`config.mk`:
```
export PLATFORM = sky130hd
export DESIGN_NAME = prefix_varint_decoder_unit
export DESIGN_NICKNAME = d
export VERILOG_FILES = /design/src/rtl/pvd_pkg.sv /design/src/rtl/pvd_lead_decode.sv /design/src/rtl/pvd_core.sv /design/src/rtl/pvd_out_buf.sv /design/src/rtl/prefix_varint_decoder_unit.sv
export SDC_FILE = /design/constraint.sdc
export NUM_CORES = 1
export LEC_CHECK = 0
export BUFFER_PORTS_ARGS = -buffer_cell sky130_fd_sc_hd__buf_4
export CORE_AREA = 2 2 129 131
export CTS_CLUSTER_SIZE = 14
export DETAILED_ROUTE_END_ITERATION = 16
export DIE_AREA = 0 0 131 133
export PLACE_DENSITY = 0.71
export SETUP_SLACK_MARGIN = 0.4
export SYNTH_ARGS = -nofsm -noshare
export SYNTH_HDL_FRONTEND = slang
export SYNTH_SLANG_ARGS = --single-unit
```
`constraint.sdc`:
```
create_clock -name i_clk -period 20.9 [get_ports i_clk]
set_input_delay 2.09 -clock i_clk [delete_from_list [all_inputs] [get_ports i_clk]]
set_output_delay 2.09 -clock i_clk [all_outputs]
set_load 0.02 [all_outputs]
```
`src/rtl/pvd_pkg.sv`:
```
// ----------------------------------------------------------------------------
// pvd_pkg
// Shared types, form codes and masks for the prefix varint decoder.
// ----------------------------------------------------------------------------
package pvd_pkg;

    localparam int unsigned VALUE_W = 59;
    localparam int unsigned LEN_W   = 4;
    localparam int unsigned LEFT_W  = 3;

    // Lead byte markers (lead byte >> 3) and the full C3 lead byte
    localparam logic [4:0] MARK_27 = 5'h1C;
    localparam logic [4:0] MARK_35 = 5'h1D;
    localparam logic [4:0] MARK_59 = 5'h1E;
    localparam logic [7:0] LEAD_C3 = 8'hC3;

    typedef enum logic [2:0] {
        FORM_SHORT = 3'd0,
        FORM_C3    = 3'd1,
        FORM_14    = 3'd2,
        FORM_21    = 3'd3,
        FORM_27    = 3'd4,
        FORM_35    = 3'd5,
        FORM_59    = 3'd6
    } t_form;

    // Classification of a lead byte
    typedef struct packed {
        logic              single;  // complete 1-byte integer
        logic              bad;     // unrecognized marker
        t_form             form;
        logic [LEFT_W-1:0] more;    // continuation bytes still to come
    } t_lead;

    // One decoded integer
    typedef struct packed {
        logic [VALUE_W-1:0] value;
        logic [LEN_W-1:0]   encoded_length;
        logic               bad_marker;
    } t_result;

    // Decoder state seen by the top level for checking
    typedef struct packed {
        logic [LEFT_W-1:0] bytes_left;
        logic [LEN_W-1:0]  length_so_far;
    } t_core_status;

    // Value mask of each form
    function automatic logic [VALUE_W-1:0] form_mask(input t_form form);
        logic [VALUE_W-1:0] m;
        begin
            case (form)
                FORM_SHORT: m = VALUE_W'(64'h7F);
                FORM_C3:    m = VALUE_W'(64'hFFFF);
                FORM_14:    m = VALUE_W'(64'h3FFF);
                FORM_21:    m = VALUE_W'(64'h1F_FFFF);
                FORM_27:    m = VALUE_W'(64'h07FF_FFFF);
                FORM_35:    m = VALUE_W'(64'h07_FFFF_FFFF);
                FORM_59:    m = VALUE_W'(64'h07FF_FFFF_FFFF_FFFF);
                default:    m = '0;
            endcase
            form_mask = m;
        end
    endfunction

endpackage

```
`src/rtl/pvd_lead_decode.sv`:
```
// ----------------------------------------------------------------------------
// pvd_lead_decode
// Classifies a lead byte into its form and continuation byte count.
// ----------------------------------------------------------------------------
module pvd_lead_decode
    import pvd_pkg::*;
(
    input  logic [7:0] i_byte,
    output t_lead      o_lead
);

    logic [4:0] marker;

    assign marker = i_byte[7:3];

    always_comb begin
        o_lead = '{single: 1'b0, bad: 1'b0, form: FORM_SHORT, more: '0};
        if (!i_byte[7]) begin
            o_lead.single = 1'b1;
        end else if (i_byte == LEAD_C3) begin
            o_lead.form = FORM_C3;
            o_lead.more = LEFT_W'(2);
        end else begin
            case (marker) inside
                [5'h10:5'h17]: begin
                    o_lead.form = FORM_14;
                    o_lead.more = LEFT_W'(1);
                end
                [5'h18:5'h1B]: begin
                    o_lead.form = FORM_21;
                    o_lead.more = LEFT_W'(2);
                end
                MARK_27: begin
                    o_lead.form = FORM_27;
                    o_lead.more = LEFT_W'(3);
                end
                MARK_35: begin
                    o_lead.form = FORM_35;
                    o_lead.more = LEFT_W'(4);
                end
                MARK_59: begin
                    o_lead.form = FORM_59;
                    o_lead.more = LEFT_W'(7);
                end
                default: begin
                    o_lead.bad = 1'b1;
                end
            endcase
        end
    end

endmodule

```
`src/rtl/pvd_core.sv`:
```
// ----------------------------------------------------------------------------
// pvd_core
// Decode state and accumulator; shifts in one byte per transaction and
// produces a result on the last byte of each integer and on each bad marker.
// ----------------------------------------------------------------------------
module pvd_core
    import pvd_pkg::*;
(
    input  logic         i_clk,
    input  logic         i_rst_n,
    input  logic         i_fire,
    input  logic [7:0]   i_byte,
    output logic         o_push,
    output t_result      o_result,
    output t_core_status o_status
);

    t_lead              lead;
    t_form              r_form, n_form;
    logic [LEFT_W-1:0]  r_bytes_left, n_bytes_left;
    logic [LEN_W-1:0]   r_length, n_length;
    logic [VALUE_W-1:0] r_acc, n_acc;
    logic [VALUE_W-1:0] shifted;

    pvd_lead_decode u_lead (
        .i_byte (i_byte),
        .o_lead (lead)
    );

    // Big-endian shift; bits above the widest form fall off
    assign shifted = {r_acc[VALUE_W-9:0], i_byte};

    // Next state and result
    always_comb begin
        n_form       = r_form;
        n_bytes_left = r_bytes_left;
        n_length     = r_length;
        n_acc        = r_acc;
        o_push       = 1'b0;
        o_result     = '{value: '0, encoded_length: LEN_W'(1), bad_marker: 1'b0};
        if (i_fire) begin
            if (r_bytes_left == '0) begin
                if (lead.single) begin
                    o_push               = 1'b1;
                    o_result.value       = VALUE_W'(i_byte[6:0]);
                end else if (lead.bad) begin
                    o_push               = 1'b1;
                    o_result.bad_marker  = 1'b1;
                    n_form               = FORM_SHORT;
                    n_length             = '0;
                end else begin
                    n_form       = lead.form;
                    n_acc        = VALUE_W'(i_byte);
                    n_length     = LEN_W'(1);
                    n_bytes_left = lead.more;
                end
            end else begin
                n_acc        = shifted;
                n_length     = r_length + LEN_W'(1);
                n_bytes_left = r_bytes_left - LEFT_W'(1);
                if (n_bytes_left == '0) begin
                    o_push                  = 1'b1;
                    o_result.value          = shifted & form_mask(r_form);
                    o_result.encoded_length = n_length;
                    n_form                  = FORM_SHORT;
                    n_length                = '0;
                end
            end
        end
    end

    // Control state
    always_ff @(posedge i_clk) begin
        if (!i_rst_n) begin
            r_form       <= FORM_SHORT;
            r_bytes_left <= '0;
            r_length     <= '0;
        end else begin
            r_form       <= n_form;
            r_bytes_left <= n_bytes_left;
            r_length     <= n_length;
        end
    end

    // Accumulator, reloaded by every multi-byte lead byte
    always_ff @(posedge i_clk) begin
        r_acc <= n_acc;
    end

    assign o_status = '{bytes_left: r_bytes_left, length_so_far: r_length};

endmodule

```
`src/rtl/pvd_out_buf.sv`:
```
// ----------------------------------------------------------------------------
// pvd_out_buf
// Output register with one skid entry, so the decoder keeps taking bytes
// while a finished result waits downstream.
// ----------------------------------------------------------------------------
module pvd_out_buf
    import pvd_pkg::*;
(
    input  logic    i_clk,
    input  logic    i_rst_n,
    input  logic    i_push,
    input  t_result i_result,
    output logic    o_skid_full,
    output logic    o_valid,
    input  logic    i_stall,
    output t_result o_result
);

    logic    r_out_valid;
    logic    r_skid_valid;
    t_result r_out;
    t_result r_skid;
    logic    out_free;

    assign out_free = !r_out_valid || !i_stall;

    // Valid flags
    always_ff @(posedge i_clk) begin
        if (!i_rst_n) begin
            r_out_valid  <= 1'b0;
            r_skid_valid <= 1'b0;
        end else if (out_free) begin
            r_out_valid  <= r_skid_valid || i_push;
            r_skid_valid <= 1'b0;
        end else if (i_push) begin
            r_skid_valid <= 1'b1;
        end
    end

    // Payload; the producer pushes only while the skid entry is empty
    always_ff @(posedge i_clk) begin
        if (out_free) begin
            r_out <= r_skid_valid ? r_skid : i_result;
        end else if (i_push) begin
            r_skid <= i_result;
        end
    end

    assign o_skid_full = r_skid_valid;
    assign o_valid     = r_out_valid;
    assign o_result    = r_out;

endmodule

```
`src/rtl/prefix_varint_decoder_unit.sv`:
```
// ----------------------------------------------------------------------------
// prefix_varint_decoder_unit
// Decodes a byte stream of prefix-length variable integers, one byte per
// transaction, and emits one result per complete integer or bad marker.
// Result path: the last byte of an integer passes the input register, then
//   the result register, which raises o_valid (via the skid entry on a stall).
// Throughput: one byte per cycle while o_stall is low; the result register plus
//   one skid entry decouple the input from a stalled output.
// Reset: synchronous, active low; clears decode state and all valid flags.
// ----------------------------------------------------------------------------
module prefix_varint_decoder_unit
    import pvd_pkg::*;
(
    input  logic               i_clk,
    input  logic               i_rst_n,
    input  logic               i_valid,
    output logic               o_stall,
    input  logic [7:0]         i_data_byte,
    output logic               o_valid,
    input  logic               i_stall,
    output logic [VALUE_W-1:0] o_value,
    output logic [LEN_W-1:0]   o_encoded_length,
    output logic               o_bad_marker
);

    logic         r_in_valid;
    logic [7:0]   r_in_byte;
    logic         skid_full;
    logic         fire;
    logic         push;
    t_result      result;
    t_result      out_result;
    t_core_status status;

    // Input register advances whenever the skid entry has room
    assign fire    = r_in_valid && !skid_full;
    assign o_stall = r_in_valid && skid_full;

    always_ff @(posedge i_clk) begin
        if (!i_rst_n) begin
            r_in_valid <= 1'b0;
        end else if (!o_stall) begin
            r_in_valid <= i_valid;
        end
    end

    always_ff @(posedge i_clk) begin
        if (!o_stall && i_valid) begin
            r_in_byte <= i_data_byte;
        end
    end

    pvd_core u_core (
        .i_clk    (i_clk),
        .i_rst_n  (i_rst_n),
        .i_fire   (fire),
        .i_byte   (r_in_byte),
        .o_push   (push),
        .o_result (result),
        .o_status (status)
    );

    pvd_out_buf u_out (
        .i_clk       (i_clk),
        .i_rst_n     (i_rst_n),
        .i_push      (push),
        .i_result    (result),
        .o_skid_full (skid_full),
        .o_valid     (o_valid),
        .i_stall     (i_stall),
        .o_result    (out_result)
    );

    assign o_value          = out_result.value;
    assign o_encoded_length = out_result.encoded_length;
    assign o_bad_marker     = out_result.bad_marker;

    // The skid entry only fills behind a held result
    a_skid_behind_out: assert property (@(posedge i_clk) disable iff (!i_rst_n)
        skid_full |-> o_valid)
        else $error("skid entry full while output register empty");

    // Bad marker results carry a zero value and one byte
    a_bad_result: assert property (@(posedge i_clk) disable iff (!i_rst_n)
        o_valid && o_bad_marker |-> o_value == '0 && o_encoded_length == LEN_W'(1))
        else $error("bad marker result with nonzero value or length");

    // Normal results have one of the legal encoded lengths
    a_result_length: assert property (@(posedge i_clk) disable iff (!i_rst_n)
        o_valid && !o_bad_marker |->
            o_encoded_length == LEN_W'(1) || o_encoded_length == LEN_W'(2) ||
            o_encoded_length == LEN_W'(3) || o_encoded_length == LEN_W'(4) ||
            o_encoded_length == LEN_W'(5) || o_encoded_length == LEN_W'(8))
        else $error("illegal encoded length");

    // Mid-integer the byte count is running and never exceeds the longest form
    a_mid_count: assert property (@(posedge i_clk) disable iff (!i_rst_n)
        status.bytes_left != '0 |->
            status.length_so_far != '0 && status.length_so_far < LEN_W'(8))
        else $error("byte count out of step with remaining bytes");

endmodule

```
### Yosys cells after proc, flatten, opt, wreduce, memory -nomap -nowiden

Cells that the tools add are included.

| cells by class | value |
|---|---|
| add/subtract/negate cells | 2 |
| order comparisons | 4 |
| equality and inequality tests | 12 |
| multiplexer cells | 44 |
| bitwise gates (word level) | 3 |
| reductions and logical operators | 20 |

Operators by type and width:

| operator | count |
|---|---|
| 59-bit case mux with 7 select lines | 1 |
| 59-bit two-way mux | 4 |
| 51-bit two-way mux | 3 |
| 64-bit two-way mux | 2 |
| 63-bit two-way mux | 1 |
| 59-bit bitwise AND | 1 |
| 6-bit two-way mux | 6 |
| 3-bit two-way mux | 7 |
| 4-bit two-way mux | 4 |
| 5-bit equality test (second input constant) | 3 |
| 1-bit two-way mux | 14 |
| 7-bit two-way mux | 2 |
| 5-bit >= comparator (second input constant) | 2 |
| 5-bit less-or-equal comparator (second input constant) | 2 |
| 3-bit equality test (second input constant) | 3 |
| 3-bit logical NOT | 3 |
| 8-bit equality test (second input constant) | 1 |
| 3-bit by 2-bit equality test with 1-bit output (second input constant) | 2 |
| 3-bit AND reduction | 2 |
| 1-bit logical AND | 5 |
| 4-bit by 1-bit adder with 4-bit output (second input constant) | 1 |
| 1-bit logical NOT | 4 |
| 2-bit inequality test (second input constant) | 2 |
| 2-bit AND reduction | 2 |
| other kinds (6) | 8 |

| storage, ports and cells | value |
|---|---|
| flip-flop bits (word level) | 200 |
| input port bits | 12 |
| output and inout port bits | 66 |
| logic and storage cells | 99 |

### Depth between registers and ports, before layout

Gate-level depths: netlist (run 1).

| logic depth | value |
|---|---|
| depth after elaboration | 13 |
| depth in mapped cells | 8 |
| gate-level depth less buffers | 6 |

### Modules after synthesis

From an unflattened synthesis (run 1), not the netlist that was laid out.

| second synthesis, totals | value |
|---|---|
| cell total of the unflattened synthesis | 507 |
| area, all modules | 8,314.2 µm² |

Modules (own cells, without submodules):

| module | times used | cells an instance | area each (µm²) |
|---|---|---|---|
| pvd_out_buf | 1 | 206 | 4,897.2 |
| pvd_core | 1 | 270 | 3,027.9 |
| prefix_varint_decoder_unit | 1 | 13 | 290.3 |
| pvd_lead_decode | 1 | 18 | 98.8 |

### Least setup slack after synthesis (run 1)

OpenSTA, ideal clock, no wires.

| timing path | value |
|---|---|
| kind | input port to flip-flop |
| start point | in i_stall |
| end point | reg u_out.r_skid[0] (netlist name), enable pin |
| setup time | 0.565 ns |
| arrival | 8.157 ns |
| data required time | 20.335 ns |
| path slack | 12.178 ns |
| stages on the path | 2 |
| path buffers | 0 |
| cells stage by stage | nand2_1 -> nor3_1 |

| on the way | value |
|---|---|
| longest elaborated chain between the ends | 4 |

RTL lines:

| element | RTL line | RTL |
|---|---|---|
| from (decl) | prefix_varint_decoder_unit.sv:20 | `input logic i_stall,` |
| 1-bit logical NOT | pvd_out_buf.sv:25 | `assign out_free = !r_out_valid \|\| !i_stall;` |
| 1-bit logical OR | pvd_out_buf.sv:25 |  |
| 1-bit inverter (no source line) | -- |  |
| 2-bit AND reduction (no source line) | -- |  |
| to (signal assigned) | pvd_out_buf.sv:45 | `r_skid <= i_result;` |
| to (decl) | pvd_out_buf.sv:22 | `t_result r_skid;` |

No other way between the ends.
A chain may end at the register's enable or synchronous reset.

### Worst setup path after layout (run 1)

| timing path | value |
|---|---|
| start point | in i_stall |
| end point | reg u_out.r_skid[46] (netlist name), enable pin |

| on the way | value |
|---|---|
| longest elaborated chain between the ends | 4 |

RTL lines:

| element | RTL line | RTL |
|---|---|---|
| 1-bit logical NOT | pvd_out_buf.sv:25 |  |
| 1-bit logical OR | pvd_out_buf.sv:25 |  |
| named net u_out.out_free | pvd_out_buf.sv:23 | `logic out_free;` |
| 1-bit inverter (no source line) | -- |  |
| 2-bit AND reduction (no source line) | -- |  |

The timed path passes the listed nets, and every way through them passes these cells.

==> metrics.cfg, run 1 <==
[sta]
maxSlewViolCount=0
finalHoldViolations=0
period_share=0.160
rsz0062_at_grt=no
fmax_ghz=0.299
setup_tns_ps=0
fin_skew_ps=8.23
worst_pin_slew_ps=916
hold_ws_ps=509
slew_headroom=0.389
setup_viol=0
finalCriticalPeriod_ps=3340

[clock_tree]
holdBufCountCts=0
clkSlewWorstSetupHoldPaths_ps=70
cts_buffers=17
root_buffer=clkbuf_16
cts_resized=0
postCtsSetupRepairBufs=0
clk_latency_ps=430
htreeDepth=4
cts_sinks=200
clock_path_buffers=2
cts_tree=built

[detailed_routing]
wire_per_inst_um=16.1
drt_iter0_markers=277
drc=0
totalWireLength_um=13200
first_pass_iters=5
viasPerCell=5.17
drtAntennaViolNets=0
vias=4238

[global_route]
grt_max_degree=69
grt_util_all_layers=0.159
grt-ovfl-total=0
antenna_found_initial=0
first_global_vias=4202
grt_pass1_wl_um=21100

[power_and_ir_drop]
p_clk_frac=0.372
power.internal_w=0.000618
p_leak_nw=3.75
power_frac_comb=0.057
power_w=0.000795
p_sw_frac=0.222
p_per_area_nw_per_um2=86.5
max-vdd-ir-drop_mv=0.0595
p_switching_w=0.000177
power_frac_seq=0.571

[floorplan]
start_util=0.486
row_count=47
ios=78
die_w_um=131
die_y_um=133
dieArea_um2=17400
core_um2=16200

[setup_path]
crit_arrival_ps=3410
worstSetupPathType=in -> reg
cp-end-kind=flip-flop
critPathTopFamily=buffers and inverters
crit_required_ps=20960
crit_chain=buf_4 > nand2_2 > buf_4 > nor3_2 > buf_4
crit_path_frequent_cell=buf_4
slowest_stage=buf_4
startpoint_type=primary input
slowest_delay_ps=510
worst-path-max-fanout=67
worst-path-buf-inv=3

[yosys]
synth-edff-count=187
synthArstFlopShare=0
synth.avg_cell_area_um2=15.5
syn_nets=524
synth-seq-cells=200
yosysSeqAreaShare=0.747
syn_area_um2=7860
ys.flop_type=edfxtp_1
ys_warn_count=0
synthCells=508
ys_types=48

[flow_run]
drv_cap=0

[run_status]
status=finished, final reports clean

[layout]
register_area_um2=5880
multi_input_area_um2=1850
layout.nets=602
synthToLayoutAreaGrowth_pct=16.9
antenna_cells=0
final_util=0.568
layout-drive-gt1-share=0.204
n_fill_cell=1284

[place]
place_congestion=0.869
hpwl_um=8490
numPortBuffers=77

[worst_hold_path]
hold_path_class=reg -> reg

==> worst paths after layout <==
path | start | to | slack [ps] | cells past startpoint
setup / recovery | i_stall | u_out.r_skid[46] | 17560 | 5
hold / removal | u_core.r_bytes_left[1] | u_core.r_bytes_left[1] | 510 | 2
setup reg to reg | u_core.r_bytes_left[0] | u_out.o_result[7] | 18240 | 6
hold reg to reg | u_core.r_bytes_left[1] | u_core.r_bytes_left[1] | 510 | 2
==> cell families (layout without fill, tap and decap cells) <==
group / after synthesis / in the layout / share of synthesized area
simple gates: 168 / 168 / 0.127
fa+ha+maj: 4 / 4 / 0.00637
compound gates: 97 / 97 / 0.0918
buf+inv: 33 / 124 / 0.0188
flops: 200 / 200 / 0.747
xor+xnor: 6 / 6 / 0.00907
==> tightest hold or removal path, stage by stage, from the launching register on <==
cell and delay (ps):
dfxtp_1 310, nor2_1 100, a211oi_1 60
==> stage by stage <==
stage | worst slack (ps) | instance area (um2) | cells
finish | 17560 | 9190 | 819
global route | 17430 | 9190 | 819
CTS | 17540 | 9190 | 819
detailed placement | 17080 | 8660 | 787
global placement | 17130 | 8660 | 787
floorplan | 12180 | 7860 | 508
==> power by group through the flow <==
stage / clock, W / combinational, W / sequential (W)
3_5_place_dp: 0 / 0.0000457 / 0.000463
4_1_cts: 0.000301 / 0.0000458 / 0.000454
5_1_grt: 0.000316 / 0.0000495 / 0.000455
6_report: 0.000295 / 0.0000454 / 0.000454
2_1_floorplan: 0 / 0.0000240 / 0.000468
3_3_place_gp: 0 / 0.0000447 / 0.000462
==> registers in the layout (all words and copies together) (netlist names) <==
register,count
u_out.o_valid,1
r_in_valid,1
u_out.r_skid,64
u_core.r_length,4
u_out.o_result,64
u_core.r_acc,51
u_out.o_skid_full,1
u_core.r_form,3
r_in_byte,8
u_core.r_bytes_left,3
==> cells in the mapped netlist, types with 2 or more instances <==
cell type  number  share of area
inv_1          10         0.0048
and3_1         10         0.0080
xor2_1          2         0.0022
a21oi_1         9         0.0057
a22o_1         14          0.016
nor2_1         16         0.0076
nand2_1        16         0.0076
buf_4           5         0.0048
clkbuf_1       14         0.0067
o211ai_1        2         0.0019
a21o_1         49          0.047
o22ai_1         2         0.0016
ha_1            4         0.0064
o21a_1          2         0.0019
nand4_1         6         0.0048
nor4b_1         2         0.0022
and3b_1         3         0.0033
a211oi_1        2         0.0019
buf_2           3         0.0019
nand3_1         5         0.0032
nand2b_1        4         0.0032
nor3_1          6         0.0038
dfxtp_1        13          0.033
and2_1         64          0.051
xnor2_1         3         0.0033
nor2b_1        27          0.021
nor3b_1         2         0.0019
edfxtp_1      187           0.71
o21ai_0         7         0.0045
==> metal layers <==
layer	global-route usage	share of wire
met3	0.0392	0.045
met4	0.0603	0.014
met1	0.200	0.42
met5	0	0
met2	0.266	0.52
==> placed cells by master (no fill, tap or decap), types with 3 or more instances in the layout <==
cell / instances
nand3_1: 5
o21ai_0: 7
ha_1: 4
nand2_1: 15
and3_1: 10
edfxtp_1: 187
xnor2_1: 3
nor2b_1: 27
inv_1: 10
a21oi_1: 9
inv_6: 3
nor3_1: 5
nor2_1: 16
buf_4: 82
clkbuf_16: 17
a22o_1: 14
a21o_1: 49
dfxtp_1: 12
and3b_1: 3
and2_1: 64
nand4_1: 6
clkinvlp_4: 7
nand2b_1: 4
==> area by class of cell <==
cell class	count	area share
Multi-Input combinational cell	275	0.202
Sequential cell	200	0.640
Timing Repair Buffer	82	0.0670
Clock inverter	14	0.0110
Clock buffer	18	0.0467
Inverter	10	0.00408
Tap cell	220	0.0300
Power figures use the tool's default switching activity.
==> run 2: changes to the inputs <==
- ABC_AREA: not set -> 1
- CORE_AREA: 2 2 129 131 -> 2 2 131 133
- DIE_AREA: 0 0 131 133 -> 0 0 133 135
- PLACE_DENSITY: 0.71 -> 0.74
- clock period: 20.9 -> 2.7 ns (I/O delays scaled with it)
==> metrics.cfg, run 2 <==
[global_route]
grt_pass1_wl_um=23400
busiest_layer=met2
grt_max_degree=65
grt_use_met1=0.205
grt_util_all_layers=0.169
antenna_found_initial=0
use_met2=0.301
grt_use_met3=0.0327
grt-ovfl-total=0
first_global_vias=4767

[worst_hold_path]
hold_path_class=in -> reg

[floorplan]
dieArea_um2=18000
ios=78
core_um2=16400
start_util=0.495
die_y_um=135
die_w_um=133
row_count=47

[sta]
period_share=0.762
finalCriticalPeriod_ps=2060
finalHoldViolations=0
fmax_ghz=0.486
setup_viol=0
rsz0062_at_grt=no
maxSlewViolCount=0
worst_pin_slew_ps=684
slew_headroom=0.543
fin_skew_ps=13.3
setup_tns_ps=0

[place]
numPortBuffers=77
hpwl_um=9610
place_congestion=0.844

[setup_path]
crit_chain=inv_1 > o21ai_2 > nand2_1 > nand2_1 > nand2_2 > nor2_4 > buf_4
crit_path_frequent_cell=nand2_1
slowest_stage=edfxtp_1
worstSetupPathType=reg -> reg
startpoint_type=flip-flop
crit_arrival_ps=2120
cp-end-kind=flip-flop
crit_required_ps=2770
worst-path-max-fanout=38
slowest_delay_ps=460
rrSetupSlack_ps=640

[clock_tree]
cts_buffers=17
cts_tree=built
root_buffer=clkbuf_16
clock_path_buffers=2
cts_sinks=200
clkSlewWorstSetupHoldPaths_ps=70
htreeDepth=4
clk_latency_ps=440

[yosys]
synthArstFlopShare=0
ys_warn_count=0
post-synth-top-area-cell=edfxtp_1
yosysSeqAreaShare=0.724
synth-seq-cells=200
synth.avg_cell_area_um2=11.8
synth-edff-count=187
ys.flop_type=edfxtp_1
yosysTopAreaCellShare=0.692
ys_top_cells_by_count=edfxtp_1 (187), nand2_1 (133), nor2_1 (106), inv_1 (92), o21ai_1 (32)
synthCells=686
synthTopCellsByArea=edfxtp_1 (69%), nand2_1 (6.2%), nor2_1 (4.9%), inv_1 (4.3%), dfxtp_1 (3.2%)
yosysMostFrequentCell=edfxtp_1
ys_types=38
syn_area_um2=8120
syn_nets=702

[layout]
final_util=0.589
layout-drive-gt1-share=0.213
mostFrequentLayoutCells=edfxtp_1 (187), nand2_1 (129), nor2_1 (105), inv_1 (89), buf_4 (85)
antenna_cells=0
synthToLayoutAreaGrowth_pct=19.0
layout_commonest_cell=edfxtp_1
layout.nets=790

[detailed_routing]
drc=0
drtAntennaViolNets=0
vias=4829
totalWireLength_um=14400
wire_per_inst_um=14.3
viasPerCell=4.80
first_pass_iters=5
drt_iter0_markers=402

[run_status]
status=finished, final reports clean

[power_and_ir_drop]
max-vdd-ir-drop_mv=0.507
p_per_area_nw_per_um2=682
p_leak_nw=3.94
power_w=0.00658

[flow_run]
drv_cap=0

run 2: final cells by class:
| type | instances | area, um2 |
|---|---|---|
| clock buffers | 18 | 429 |
| inverters | 100 | 380 |
| well taps | 220 | 275 |
| flip-flops and latches | 200 | 5880 |
| clock inverters | 14 | 174 |
| multi-input cells | 361 | 1780 |
| repair buffers | 94 | 738 |
| fillers | 1319 | 6750 |
run 2: worst paths after layout:
kind / startpoint / to / depth (start not counted)
worst min-delay path: i_valid / r_in_valid / 3
worst min register to register: u_core.r_bytes_left[1] / u_core.r_bytes_left[1] / 2
worst max register to register: r_in_byte[3] / u_out.r_skid[59] / 7
worst max-delay path: r_in_byte[3] / u_out.r_skid[59] / 7
run 2: timing repair:
item / in CTS / in global routing
buffers inserted: 0 / 0
hold endpoints to repair: 8 / 0
setup endpoints to repair: 0 / 0
hold buffers: 8 / 0
gates resized for setup: 0 / 0
run 2: logic make-up after synthesis:
| group | count (synthesis) | synth area share |
|---|---|---|
| buf+inv | 125 | 0.0649 |
| simple gates | 283 | 0.152 |
| fa+ha+maj | 4 | 0.00617 |
| compound gates | 71 | 0.0499 |
| flops | 200 | 0.724 |
| xor+xnor | 2 | 0.00216 |
| mux | 1 | 0.00123 |
run 2: worst max-delay path, delay by kind of cell, from the launching register on:
family / cells / cell delay, ps
buf+inv: 2 / 540
flops: 1 / 460
compound gates: 1 / 210
simple gates: 4 / 440
run 2: power breakdown:
part | internal, W | leakage, nW | switching [W]
Clock | 0.00146 | 0.288 | 0.00110
Sequential | 0.00349 | 2.01 | 0.0000477
Combinational | 0.000150 | 1.65 | 0.000330
run 2: stage by stage:
stage               area, um2  cells  hold WS [ps]  setup WS [ps]
detailed placement       8980    967           449            628
global placement         8980    967           448            652
floorplan                8190    686           369            358
CTS                      9660   1007          90.7            616
finish                   9660   1007           103            643
global route             9660   1007           112            469
run 2: layer usage:
metal | vias to the layer above | share of wire | wire length (um)
li1 | 2446 | - | -
met1 | 2241 | 0.43 | 6120
met2 | 121 | 0.52 | 7470
met3 | 21 | 0.040 | 579
met4 | 0 | 0.016 | 227
met5 | - | 0 | 0
